`config.mk`:
```
export PLATFORM = sky130hd
export DESIGN_NAME = i2c_master_sequence_engine_top
export DESIGN_NICKNAME = d
export VERILOG_FILES = /design/src/rtl/i2cse_pkg.sv /design/src/rtl/i2cse_ram.sv /design/src/rtl/i2cse_step.sv /design/src/rtl/i2c_master_sequence_engine_top.sv
export SDC_FILE = /design/constraint.sdc
export NUM_CORES = 1
export LEC_CHECK = 0
export BUFFER_PORTS_ARGS = -buffer_cell sky130_fd_sc_hd__buf_2
export CAP_MARGIN = 20
export CORE_ASPECT_RATIO = 0.9
export CORE_MARGIN = 2
export CORE_UTILIZATION = 50
export CTS_BUF_LIST = sky130_fd_sc_hd__clkbuf_4 sky130_fd_sc_hd__clkbuf_8
export CTS_CLUSTER_DIAMETER = 40
export DETAILED_ROUTE_END_ITERATION = 8
export GPL_TIMING_DRIVEN = 0
export PLACE_DENSITY = 0.67
export SETUP_SLACK_MARGIN = 0.3
export SKIP_LAST_GASP = 1
export SYNTH_ARGS = -nofsm -noshare
export SYNTH_HDL_FRONTEND = slang
export SYNTH_SLANG_ARGS = --single-unit
```
`constraint.sdc`:
```
create_clock -name clk -period 6.24 [get_ports clk]
set_input_delay 0.624 -clock clk [delete_from_list [all_inputs] [get_ports clk]]
set_output_delay 0.624 -clock clk [all_outputs]
set_load 0.005 [all_outputs]
```
`src/rtl/i2cse_pkg.sv`:
```
// Shared types and constants of the I2C master sequence engine.
`default_nettype none

package i2cse_pkg;

  typedef enum logic [1:0] {
    OP_LOAD  = 2'd0,
    OP_GO    = 2'd1,
    OP_EVENT = 2'd2,
    OP_NONE  = 2'd3
  } op_t;

  localparam logic [1:0] KIND_WRITE   = 2'd0;
  localparam logic [1:0] KIND_RESTART = 2'd1;
  localparam logic [1:0] KIND_READ    = 2'd2;
  localparam logic [1:0] KIND_OTHER   = 2'd3;

  localparam logic [3:0] CNT_NONE = 4'd0;
  localparam logic [3:0] CNT_BIT  = 4'd1;
  localparam logic [3:0] CNT_BYTE = 4'd8;

  localparam logic REG_WAKE_ENABLE = 1'b0;

  localparam int ENTRY_W = 10;

  typedef enum logic [2:0] {
    PH_IDLE    = 3'd0,
    PH_START   = 3'd1,
    PH_ACKSLOT = 3'd2,
    PH_CHECK   = 3'd3,
    PH_GOTDATA = 3'd4,
    PH_PRESTOP = 3'd5,
    PH_STOP    = 3'd6
  } phase_t;

  typedef struct packed {
    logic       sda_drive;
    logic [7:0] load_byte;
    logic [3:0] bit_count;
    logic       start_cond;
    logic       stop_release;
    logic [7:0] rx_byte;
    logic       rx_valid;
    logic       nack_seen;
    logic       done_res;
    logic       wake;
    logic       rejected;
  } res_t;

  typedef struct packed {
    phase_t phase_next;
    logic   rp_inc;
    logic   rp_clear;
    logic   fc_inc;
    logic   fc_clear;
    logic   mem_we;
  } ctl_t;

endpackage

`default_nettype wire

```
`src/rtl/i2cse_ram.sv`:
```
// Generic single-port-write, single-port-read RAM with registered read data.
`default_nettype none

module i2cse_ram #(
  parameter int WIDTH = 10,
  parameter int DEPTH = 64
) (
  input  wire logic                     clk,
  input  wire logic                     we,
  input  wire logic [$clog2(DEPTH)-1:0] waddr,
  input  wire logic [WIDTH-1:0]         wdata,
  input  wire logic [$clog2(DEPTH)-1:0] raddr,
  output logic      [WIDTH-1:0]         rdata
);

  logic [WIDTH-1:0] mem [DEPTH];

  always_ff @(posedge clk) begin
    if (we) begin
      mem[waddr] <= wdata;
    end
    rdata <= mem[raddr];
  end

endmodule

`default_nettype wire

```
`src/rtl/i2cse_step.sv`:
```
// Step logic: decodes one item against the current phase and stored entry.
`default_nettype none

module i2cse_step (
  input  wire logic                    [1:0] op,
  input  wire logic                    [7:0] shifted_byte,
  input  wire i2cse_pkg::phase_t             phase,
  input  wire logic                          have_entry,
  input  wire logic                          room,
  input  wire logic [i2cse_pkg::ENTRY_W-1:0] entry,
  input  wire logic                          wake_enable,
  output i2cse_pkg::res_t                    res,
  output i2cse_pkg::ctl_t                    ctl
);
  import i2cse_pkg::*;

  phase_t     nx_phase;
  logic       nx_sda;
  logic [7:0] nx_load;
  logic [3:0] nx_cnt;
  logic       ack_nack;

  assign ack_nack = shifted_byte[0];

  // Issue of the entry at the read pointer, or STOP when the sequence is exhausted.
  always_comb begin
    if (!have_entry) begin
      nx_phase = PH_STOP;
      nx_sda   = 1'b1;
      nx_load  = 8'h00;
      nx_cnt   = CNT_BIT;
    end else if (entry[9:8] == KIND_RESTART) begin
      nx_phase = PH_START;
      nx_sda   = 1'b1;
      nx_load  = 8'hff;
      nx_cnt   = CNT_BIT;
    end else if (entry[9:8] == KIND_READ) begin
      nx_phase = PH_GOTDATA;
      nx_sda   = 1'b0;
      nx_load  = 8'h00;
      nx_cnt   = CNT_BYTE;
    end else begin
      nx_phase = PH_ACKSLOT;
      nx_sda   = 1'b1;
      nx_load  = entry[7:0];
      nx_cnt   = CNT_BYTE;
    end
  end

  // Next phase and bookkeeping.
  always_comb begin
    ctl            = '0;
    ctl.phase_next = phase;
    case (op_t'(op))
      OP_LOAD: begin
        ctl.mem_we = (phase == PH_IDLE) && room;
        ctl.fc_inc = (phase == PH_IDLE) && room;
      end
      OP_GO: begin
        if (phase == PH_IDLE) begin
          ctl.phase_next = nx_phase;
          ctl.rp_inc     = have_entry;
        end
      end
      OP_EVENT: begin
        case (phase)
          PH_START: begin
            ctl.phase_next = nx_phase;
            ctl.rp_inc     = have_entry;
          end
          PH_ACKSLOT: ctl.phase_next = PH_CHECK;
          PH_CHECK: begin
            if (ack_nack) begin
              ctl.phase_next = PH_STOP;
            end else begin
              ctl.phase_next = nx_phase;
              ctl.rp_inc     = have_entry;
            end
          end
          PH_GOTDATA: ctl.phase_next = have_entry ? PH_CHECK : PH_PRESTOP;
          PH_PRESTOP: ctl.phase_next = PH_STOP;
          PH_STOP: begin
            ctl.phase_next = PH_IDLE;
            ctl.fc_clear   = 1'b1;
            ctl.rp_clear   = 1'b1;
          end
          default: ctl.phase_next = phase;
        endcase
      end
      default: ctl.phase_next = phase;
    endcase
  end

  // Result fields; anything a step does not set stays zero.
  always_comb begin
    res = '0;
    case (op_t'(op))
      OP_LOAD: res.rejected = (phase != PH_IDLE) || !room;
      OP_GO: begin
        if (phase != PH_IDLE) begin
          res.rejected = 1'b1;
        end else begin
          res.start_cond = 1'b1;
          res.sda_drive  = nx_sda;
          res.load_byte  = nx_load;
          res.bit_count  = nx_cnt;
        end
      end
      OP_EVENT: begin
        case (phase)
          PH_START: begin
            res.start_cond = 1'b1;
            res.sda_drive  = nx_sda;
            res.load_byte  = nx_load;
            res.bit_count  = nx_cnt;
          end
          PH_ACKSLOT: res.bit_count = CNT_BIT;
          PH_CHECK: begin
            if (ack_nack) begin
              res.nack_seen = 1'b1;
              res.sda_drive = 1'b1;
              res.load_byte = 8'h00;
              res.bit_count = CNT_BIT;
            end else begin
              res.sda_drive = nx_sda;
              res.load_byte = nx_load;
              res.bit_count = nx_cnt;
            end
          end
          PH_GOTDATA: begin
            res.rx_byte   = shifted_byte;
            res.rx_valid  = 1'b1;
            res.sda_drive = 1'b1;
            res.bit_count = CNT_BIT;
            // ACK while entries remain, NACK on the last read.
            res.load_byte = have_entry ? 8'h00 : 8'hff;
          end
          PH_PRESTOP: begin
            res.sda_drive = 1'b1;
            res.load_byte = 8'h00;
            res.bit_count = CNT_BIT;
          end
          PH_STOP: begin
            res.load_byte    = 8'hff;
            res.stop_release = 1'b1;
            res.done_res     = 1'b1;
            res.wake         = wake_enable;
          end
          default: res = '0;
        endcase
      end
      default: res = '0;
    endcase
  end

endmodule

`default_nettype wire

```
`src/rtl/i2c_master_sequence_engine_top.sv`:
```
// Top level of the I2C master sequence engine: store, state registers, ports.
//
//  channel  | dir | handshake        | payload
//  ---------+-----+------------------+----------------------------------------
//  s_       | in  | s_tvalid/tready  | tuser op, entry_kind; tdata bytes
//  m_       | out | m_tvalid/tready  | tdata: one result per accepted item
//  APB      | in  | psel/penable     | wake_enable at byte address 0
//
// One item is accepted per cycle unless stalled; its result is registered.
// The store is read every cycle at the next read pointer, so the entry of
// the following item is ready; a load to that same address is forwarded.
// Reset is synchronous; no clearing pass of the store.
// A stalled result holds in the output register and blocks new items.
`default_nettype none

module i2c_master_sequence_engine_top #(
  parameter int SEQ_DEPTH = 64
) (
  input  wire logic        clk,
  input  wire logic        rst,
  input  wire logic        s_tvalid,
  output logic             s_tready,
  input  wire logic [15:0] s_tdata,   // entry_byte[7:0], shifted_byte[15:8]
  input  wire logic [3:0]  s_tuser,   // op[1:0], entry_kind[3:2]
  output logic             m_tvalid,
  input  wire logic        m_tready,
  // sda_drive[0], load_byte[8:1], bit_count[12:9], start_cond[13],
  // stop_release[14], rx_byte[22:15], rx_valid[23], nack_seen[24],
  // done_res[25], wake[26], rejected[27], zeros[31:28]
  output logic [31:0]      m_tdata,
  input  wire logic        psel,
  input  wire logic        penable,
  input  wire logic        pwrite,
  input  wire logic [2:0]  paddr,
  input  wire logic [31:0] pwdata,
  output logic [31:0]      prdata,
  output logic             pready
);
  import i2cse_pkg::*;

  localparam int AW = $clog2(SEQ_DEPTH);
  localparam int CW = $clog2(SEQ_DEPTH + 1);

  phase_t               phase;
  logic [CW-1:0]        fill_count;
  logic [CW-1:0]        read_pointer;
  logic [CW-1:0]        read_pointer_next;
  logic                 wake_enable;
  res_t                 out_res;
  res_t                 res;
  ctl_t                 ctl;
  logic                 accept;
  logic [1:0]           store_kind;
  logic [ENTRY_W-1:0]   wr_entry;
  logic                 we;
  logic [AW-1:0]        waddr;
  logic [AW-1:0]        raddr;
  logic [ENTRY_W-1:0]   ram_rdata;
  logic                 fwd_hit;
  logic [ENTRY_W-1:0]   fwd_data;
  logic [ENTRY_W-1:0]   entry;
  logic                 have_entry;
  logic                 room;

  assign s_tready = !m_tvalid || m_tready;
  assign accept   = s_tvalid && s_tready;

  assign have_entry = read_pointer < fill_count;
  assign room       = fill_count < CW'(SEQ_DEPTH);
  assign entry      = fwd_hit ? fwd_data : ram_rdata;

  i2cse_step u_step (
    .op           (s_tuser[1:0]),
    .shifted_byte (s_tdata[15:8]),
    .phase        (phase),
    .have_entry   (have_entry),
    .room         (room),
    .entry        (entry),
    .wake_enable  (wake_enable),
    .res          (res),
    .ctl          (ctl)
  );

  // An unknown kind is stored as a write byte.
  assign store_kind = (s_tuser[3:2] == KIND_OTHER) ? KIND_WRITE : s_tuser[3:2];
  assign wr_entry   = {store_kind, s_tdata[7:0]};
  assign we         = accept && ctl.mem_we;
  assign waddr      = fill_count[AW-1:0];

  always_comb begin
    read_pointer_next = read_pointer;
    if (accept && ctl.rp_clear) begin
      read_pointer_next = '0;
    end else if (accept && ctl.rp_inc) begin
      read_pointer_next = read_pointer + CW'(1);
    end
  end

  assign raddr = (read_pointer_next < CW'(SEQ_DEPTH)) ? read_pointer_next[AW-1:0] : '0;

  i2cse_ram #(
    .WIDTH (ENTRY_W),
    .DEPTH (SEQ_DEPTH)
  ) u_store (
    .clk   (clk),
    .we    (we),
    .waddr (waddr),
    .wdata (wr_entry),
    .raddr (raddr),
    .rdata (ram_rdata)
  );

  always_ff @(posedge clk) begin
    if (rst) begin
      phase        <= PH_IDLE;
      fill_count   <= '0;
      read_pointer <= '0;
      m_tvalid     <= 1'b0;
      fwd_hit      <= 1'b0;
    end else begin
      read_pointer <= read_pointer_next;
      fwd_hit      <= we && (waddr == raddr);
      if (accept) begin
        phase <= ctl.phase_next;
        if (ctl.fc_clear) begin
          fill_count <= '0;
        end else if (ctl.fc_inc) begin
          fill_count <= fill_count + CW'(1);
        end
      end
      if (accept) begin
        m_tvalid <= 1'b1;
      end else if (m_tready) begin
        m_tvalid <= 1'b0;
      end
    end
  end

  always_ff @(posedge clk) begin
    fwd_data <= wr_entry;
    if (accept) begin
      out_res <= res;
    end
  end

  assign m_tdata = {4'b0000, out_res.rejected, out_res.wake, out_res.done_res,
                    out_res.nack_seen, out_res.rx_valid, out_res.rx_byte,
                    out_res.stop_release, out_res.start_cond, out_res.bit_count,
                    out_res.load_byte, out_res.sda_drive};

  // Configuration register.
  assign pready = 1'b1;

  always_ff @(posedge clk) begin
    if (rst) begin
      wake_enable <= 1'b1;
    end else if (psel && penable && pwrite && pready && (paddr[2] == REG_WAKE_ENABLE)) begin
      wake_enable <= pwdata[0];
    end
  end

  assign prdata = (paddr[2] == REG_WAKE_ENABLE) ? {31'b0, wake_enable} : 32'b0;

`ifndef SYNTH
  a_fill_bound: assert property (@(posedge clk) disable iff (rst)
    fill_count <= CW'(SEQ_DEPTH))
    else $error("fill count beyond store depth");

  a_ptr_bound: assert property (@(posedge clk) disable iff (rst)
    read_pointer <= fill_count)
    else $error("read pointer passed fill count");

  a_idle_ptr: assert property (@(posedge clk) disable iff (rst)
    phase == PH_IDLE |-> read_pointer == '0)
    else $error("read pointer not zero while idle");

  a_store_idle: assert property (@(posedge clk) disable iff (rst)
    we |-> phase == PH_IDLE)
    else $error("store written while a transfer sequence runs");

  a_done_empties: assert property (@(posedge clk) disable iff (rst)
    accept && res.done_res |=> phase == PH_IDLE && fill_count == '0)
    else $error("completion did not return to idle with an empty store");
`endif

endmodule

`default_nettype wire
```
; ---- Word-level counts from Yosys, hierarchy flattened
; Memories as Yosys holds them, arrays and structs flattened. A register that Yosys moved wholly into a read port is not among the register bits.
; Cells that the tools add are included.
[word_totals]
regBits = 58
ram_bits = 640
in_bits = 62
out_inout_bits = 67
wordCells = 112
mem_count = 1
[mem_list]
columns = name, words, width, read_ports, rd_clocked_by_memory_dff, write_ports, line_no
row1 = u_store.mem, 64, 10, 1, 1, 1, i2cse_ram.sv:16  ; logic [WIDTH-1:0] mem [DEPTH];
[op_classes]
n_addsub = 2
order_cmp = 3
n_eq_ne = 14
muxes = 47
n_bitwise = 1
n_reduce_logical = 26
[ops]
columns = operator, n
row1 = two-way mux 8 bit, 4
row2 = one-hot mux 8 bit (4 select lines), 1
row3 = two-way mux 7 bit, 4
row4 = one-hot mux 14 bit (2 select lines), 1
row5 = one-hot mux 3 bit (6 select lines), 1
row6 = two-way mux 1 bit, 16
row7 = two-way mux 3 bit, 5
row8 = adder 7 x 1 -> 7 bit (second input constant), 2
row9 = less-than comparator 7 bit (second input constant), 2
row10 = two-way mux 14 bit, 1
row11 = two-way mux 13 bit, 1
row12 = two-way mux 4 bit, 3
row13 = one-hot mux 4 bit (3 select lines), 1
row14 = two-way mux 10 bit, 1
row15 = equality test 3 bit (second input constant), 3
row16 = logical AND 1 bit, 9
row17 = AND reduction 2 bit, 4
row18 = less-than comparator 7 bit, 1
row19 = inequality test 7 bit (second input constant), 1
row20 = equality test 2 bit (second input constant), 3
row21 = equality test 3 x 2 -> 1 bit (second input constant), 2
row22 = equality test 6 bit, 1
row23 = two-way mux 6 bit, 1
row24 = one-hot mux 1 bit (2 select lines), 3
row25 = 16 further kinds, 22

; ---- Logic depth before layout (Yosys ltp)
[depth]
word_depth = 14
depth_mapped = 17
ltp_nobuf = 12

; ---- By module
; From an unflattened synthesis, not the netlist that was laid out.
[hier_totals]
hier_cells = 1492
hier_area_um2 = 28655.0
[by_module_without_submodules]
columns = module, instances, cells_each, area_per_inst_um2, seq_area_each_um2
row1 = i2cse_ram, 1, 1118, 25101.6, 19418.6
row2 = i2c_master_sequence_engine_top, 1, 264, 2870.3, 1441.4
row3 = i2cse_step, 1, 110, 683.2, 0.0

; ---- Worst setup path after synthesis
; Ideal clock, no wire load.
[synth_path]
kind = reg2reg
start = register fill_count[4]
end = register u_store.rdata[7], read port of u_store.mem
setup_ps = 116
arrival_ps = 3310
required_ps = 6124
slack_ps = 2814
stages_incl_launch_ff = 15
path_buffers = 2
period_less_slack_ps = 3426
cell_sequence = dfxtp_1 clkbuf_1 inv_1 ha_1 a21oi_1 o21ai_0 a2111oi_4 mux2i_2 nor2_4 nor2_1 buf_2 a31oi_1 a32oi_1 nand4_1 and4_1
[synth_between]
elab_chain_cells = 9
word_cells_on_any_way = 10
cone_classes = order compare (2) / mux (7) / reduce/logical (1)
[synth_lines]
columns = element, line_no
row1 = start: declaration, i2c_master_sequence_engine_top.sv:45  ; logic [CW-1:0] fill_count;
row2 = start signal: assignment, i2c_master_sequence_engine_top.sv:128  ; fill_count <= fill_count + CW'(1);
row3 = less-than comparator 7 bit (*), i2c_master_sequence_engine_top.sv:68  ; assign have_entry = read_pointer < fill_count;
row4 = two-way mux 1 bit, i2cse_step.sv:73  ; if (ack_nack) begin
row5 = one-hot mux 1 bit (2 select lines), i2cse_step.sv:66  ; case (phase)
row6 = one-hot mux 1 bit (2 select lines) (*), i2cse_step.sv:54  ; case (op_t'(op))
row7 = logical AND 1 bit (*), i2c_master_sequence_engine_top.sv:94  ; end else if (accept && ctl.rp_inc) begin
row8 = two-way mux 7 bit (*), i2c_master_sequence_engine_top.sv:94
row9 = two-way mux 7 bit (*), i2c_master_sequence_engine_top.sv:92  ; if (accept && ctl.rp_clear) begin
row10 = less-than comparator 7 bit, i2c_master_sequence_engine_top.sv:99  ; assign raddr = (read_pointer_next < CW'(SEQ_DEPTH)) ? read_pointer_next[AW-1:0] : '0;
row11 = two-way mux 6 bit (*), i2c_master_sequence_engine_top.sv:99
row12 = end: declaration, i2cse_ram.sv:13  ; output logic [WIDTH-1:0] rdata
; Mark *: on every way between the ends. The rest lies on a longest branch, timed or not. The select of a mux whose other input is x is not followed.
; A chain may end at the register's enable or synchronous reset.

; ---- Worst setup path in the final report
[layout_path]
start = register fill_count[4]
end = register u_store.rdata[5], read port of u_store.mem
; The elaborated chain is that of the path after synthesis.

==> flow_summary_export.csv <==
group,metric,value,unit
status,run_status,"complete, no violations",
route,drt-total-wl,84.2,mm
yosys,netlist_area,0.0288,mm²
final_layout,fin_util,58.0,%
die,die_h,232,µm
critical_path,r2r_slack,0.87,ns
die,core_area,0.0570,mm²
global_route,grt_start_max_net_pins,66,
die,rows,83,
die,die_x,257,µm
clocking,holdBufCountCts,0,
yosys,ys_dominant_reg_cell,"edfxtp_1",
timing,finalSetupViolCount,0,
critical_path,cp_common_cell,"o21ai_0",
global_route,grt_pass1_wl,122,mm
place,post-dp-hpwl,57.1,mm
clocking,cts_buffer_depth,3,
route,drtPass1Iterations,6,
critical_path,cpPeakStageDelay,0.74,ns
yosys,avgSynthCellArea,14.0,µm²
route,vias_per_cell,6.12,
yosys,ys_ff_latch,705,
clocking,cts_resized,0,
timing,post-route-period-util,86.1,%
timing,finalHoldWorstSlack,0.171,ns
critical_path,startpoint,"fill_count[4]$_SDFFE_PP0P_",
final_layout,layout_commonest_cell,"edfxtp_1",
critical_path,cp.required,6.86,ns
job,maxCapViolCount,0,
pwr,powerDensity,297,mW/mm²
die,die_area,0.0595,mm²
route,via_count,19300,
clocking,cts-htree-levels,3,
min_path,min-delay-start,"s_tvalid",
final_layout,drive_gt1_share,17.6,%
critical_path,rr_startpoint,"fill_count[4]$_SDFFE_PP0P_",
die,initial_core_util,50.5,%
timing,worst_pin_slew,1.27,ns
timing,finalHoldViolations,0,
route,drt_iter0_markers,2848,
die,pin_count,129,
clocking,clock-sinks,705,
critical_path,cp_max_fo,10,
timing,tns,0,ns
final_layout,final_cell_mix,"edfxtp_1 (665), nand2_1 (323), nand3_1 (133), clkbuf_8 (125), nor2_1 (120)",
yosys,ys_warn_count,0,
final_layout,area_growth,14.9,%
global_route,grt_overflow,0,
clocking,clkTransAtPathRegs,0.06,ns
critical_path,worstSetupEndpoint,"u_store.rdata[5]$_DFF_P_",
critical_path,r2r_end,"u_store.rdata[5]$_DFF_P_",
timing,period_minus_slack,5.37,ns
route,final_antenna_net_count,0,
route,post_drt_wl_per_cell,26.7,µm
timing,slew_headroom,15.0,%
yosys,seq_area_frac_synth,72.1,%
min_path,hold_path.class,"in2reg",
yosys,synth-edff-count,665,
pwr,p_leak,11.2,nW
global_route,antenna_found_initial,6,
timing,maxSlewViolCount,0,
pwr,ir_drop,180,µV
global_route,grt_pass1_vias,18400,
yosys,async_reset_ff_share,0,%
clocking,post_cts_buffers,0,
critical_path,endpoint_kind,"flip-flop",
yosys,syn_inst,2050,
critical_path,crit_chain,"clkbuf_1 > inv_1 > ha_1 > a21oi_1 > o21ai_0 > a21o_2 > nor3_1 > o21ai_0 > buf_2 > buf_4 > mux2i_1 > a211oi_1 > nor2_1 > nand4_1 > and4_1",
final_layout,antenna_cells,0,
critical_path,startpoint_type,"flip-flop",
place,port_buffers,57,
timing,fmax,0.186,GHz
route,drc,0,
global_route,globalRouteTotalUtil,28.2,%
timing,fin_skew,0.0374,ns
clocking,cts_tree,"yes",
critical_path,critical_path_arrival,5.98,ns
final_layout,fin_nets,2364,
critical_path,worst_path_max_delay_cell,"o21ai_0",
critical_path,r2r_cells,15,
clocking,cts_buffers,117,
clocking,worstSkewPairLatency,0.75,ns
final_layout,nFillCells,4545,
place,gp_congestion,1.00,
clocking,cts_root_buf,"clkbuf_8",
yosys,synth_cell_types,74,
timing,rsz0062_at_grt,"false",
critical_path,crit_type,"reg2reg",
-- state kept, by name, summed over array words and instances, names as in the netlist --
register and cells:
fill_count 7, u_store.rdata 10, fwd_hit 1, fwd_data 10, read_pointer 7, phase 3
m_tdata 25, m_tvalid 1, wake_enable 1, u_store.mem 640
-- per-layer routing --
metal	vias up	part of all wire (%)	GRT usage, %
met5	-	0	0
met4	0	3.6	10.8
met3	180	12	8.77
met2	1226	44	41.5
met1	9515	40	39.3
li1	8342	-	-
-- stage by stage --
stage	total power (W)	setup slack, ns	area, µm²	cells
floorplan	0.00542	2.81	28900	2086
global placement	0.00555	1.04	30200	2908
detailed placement	0.00556	1.06	30400	2922
CTS	0.00983	1.06	32900	3138
global route	0.0101	0.583	33100	3150
finish	0.00982	0.870	33100	3150
-- cell usage after synthesis (all sizes together), types with 10 or more instances --
master  number  area [µm²]
a211oi      54         405
a21boi      26         195
a21oi       40         204
a22oi       10        75.1
a311oi      24         216
a31oi       44         275
a32oi       13         114
and2        17         106
and3        47         294
and4        10        87.6
buf        104         663
clkbuf      63         236
dfxtp       40         801
edfxtp     665       20000
ha          14         175
inv         15        56.3
mux2i       41         414
mux4        14         315
nand2      325        1220
nand3      133         666
nand4       15        93.8
nor2       122         468
nor4        15         119
o21ai       29         145
o221ai      75         657
xnor2       13         114
-- worst max-delay path: cells and delay by family (launching register included) --
kind / cells / cell delay (ns)
adder cells (fa/ha/maj): 1 / 0.33
buffers and inverters: 4 / 1.20
flip-flops: 1 / 0.31
multiplexers: 1 / 0.27
AO/OA/AOI/OAI: 5 / 1.81
AND/OR/NAND/NOR: 4 / 1.29
-- power by group --
part | total, W | switching (W) | internal [W] | leakage, nW
Clock | 0.00434 | 0.00188 | 0.00246 | 1.32
Sequential | 0.00520 | 0.00000631 | 0.00519 | 6.35
Combinational | 0.000274 | 0.000187 | 0.0000868 | 3.56
Total | 0.00982 | 0.00208 | 0.00774 | 11.2
-- worst min path at each step --
| stage | depth (start not counted) | to | slack, ns |
|---|---|---|---|
| 2_1_floorplan | 1 | wake_enable$_SDFFE_PP1P_ | 0.44 |
| 5_1_grt | 2 | m_tdata[21]$_SDFFCE_PN0P_ | 0.17 |
| 6_report | 3 | m_tvalid$_SDFFE_PP0P_ | 0.17 |
| 3_5_place_dp | 1 | wake_enable$_SDFFE_PP1P_ | 0.48 |
| 4_1_cts | 3 | m_tvalid$_SDFFE_PP0P_ | 0.14 |
| 3_3_place_gp | 1 | wake_enable$_SDFFE_PP1P_ | 0.47 |
-- area by class of cell --
cell class                 instances  area [µm²]  area share (%)
multi-input combinational       1198        7220            21.8
clock buffer                     164        2010            6.09
inverter                          16        60.1           0.182
sequential                       705       20800            62.8
timing repair buffer              83         653            1.97
clock inverter                    52         500            1.51
buffer                           167         900            2.72
tap                              765         957            2.89
-- cell families (layout without fill, tap and decap cells) --
| family | count (synthesis) | after routing | share of synthesized area (%) |
|---|---|---|---|
| AOI/OAI and AO/OA | 351 | 351 | 9.13 |
| xor gates and xnor gates | 18 | 18 | 0.548 |
| adders and majority gates | 14 | 14 | 0.608 |
| buffers and inverters | 183 | 482 | 3.33 |
| DFF | 705 | 705 | 72.1 |
| muxes | 58 | 58 | 2.65 |
| other | 2 | 38 | 0.0261 |
| and+or+nand+nor | 719 | 719 | 11.6 |
Power figures use the tool's default switching activity.
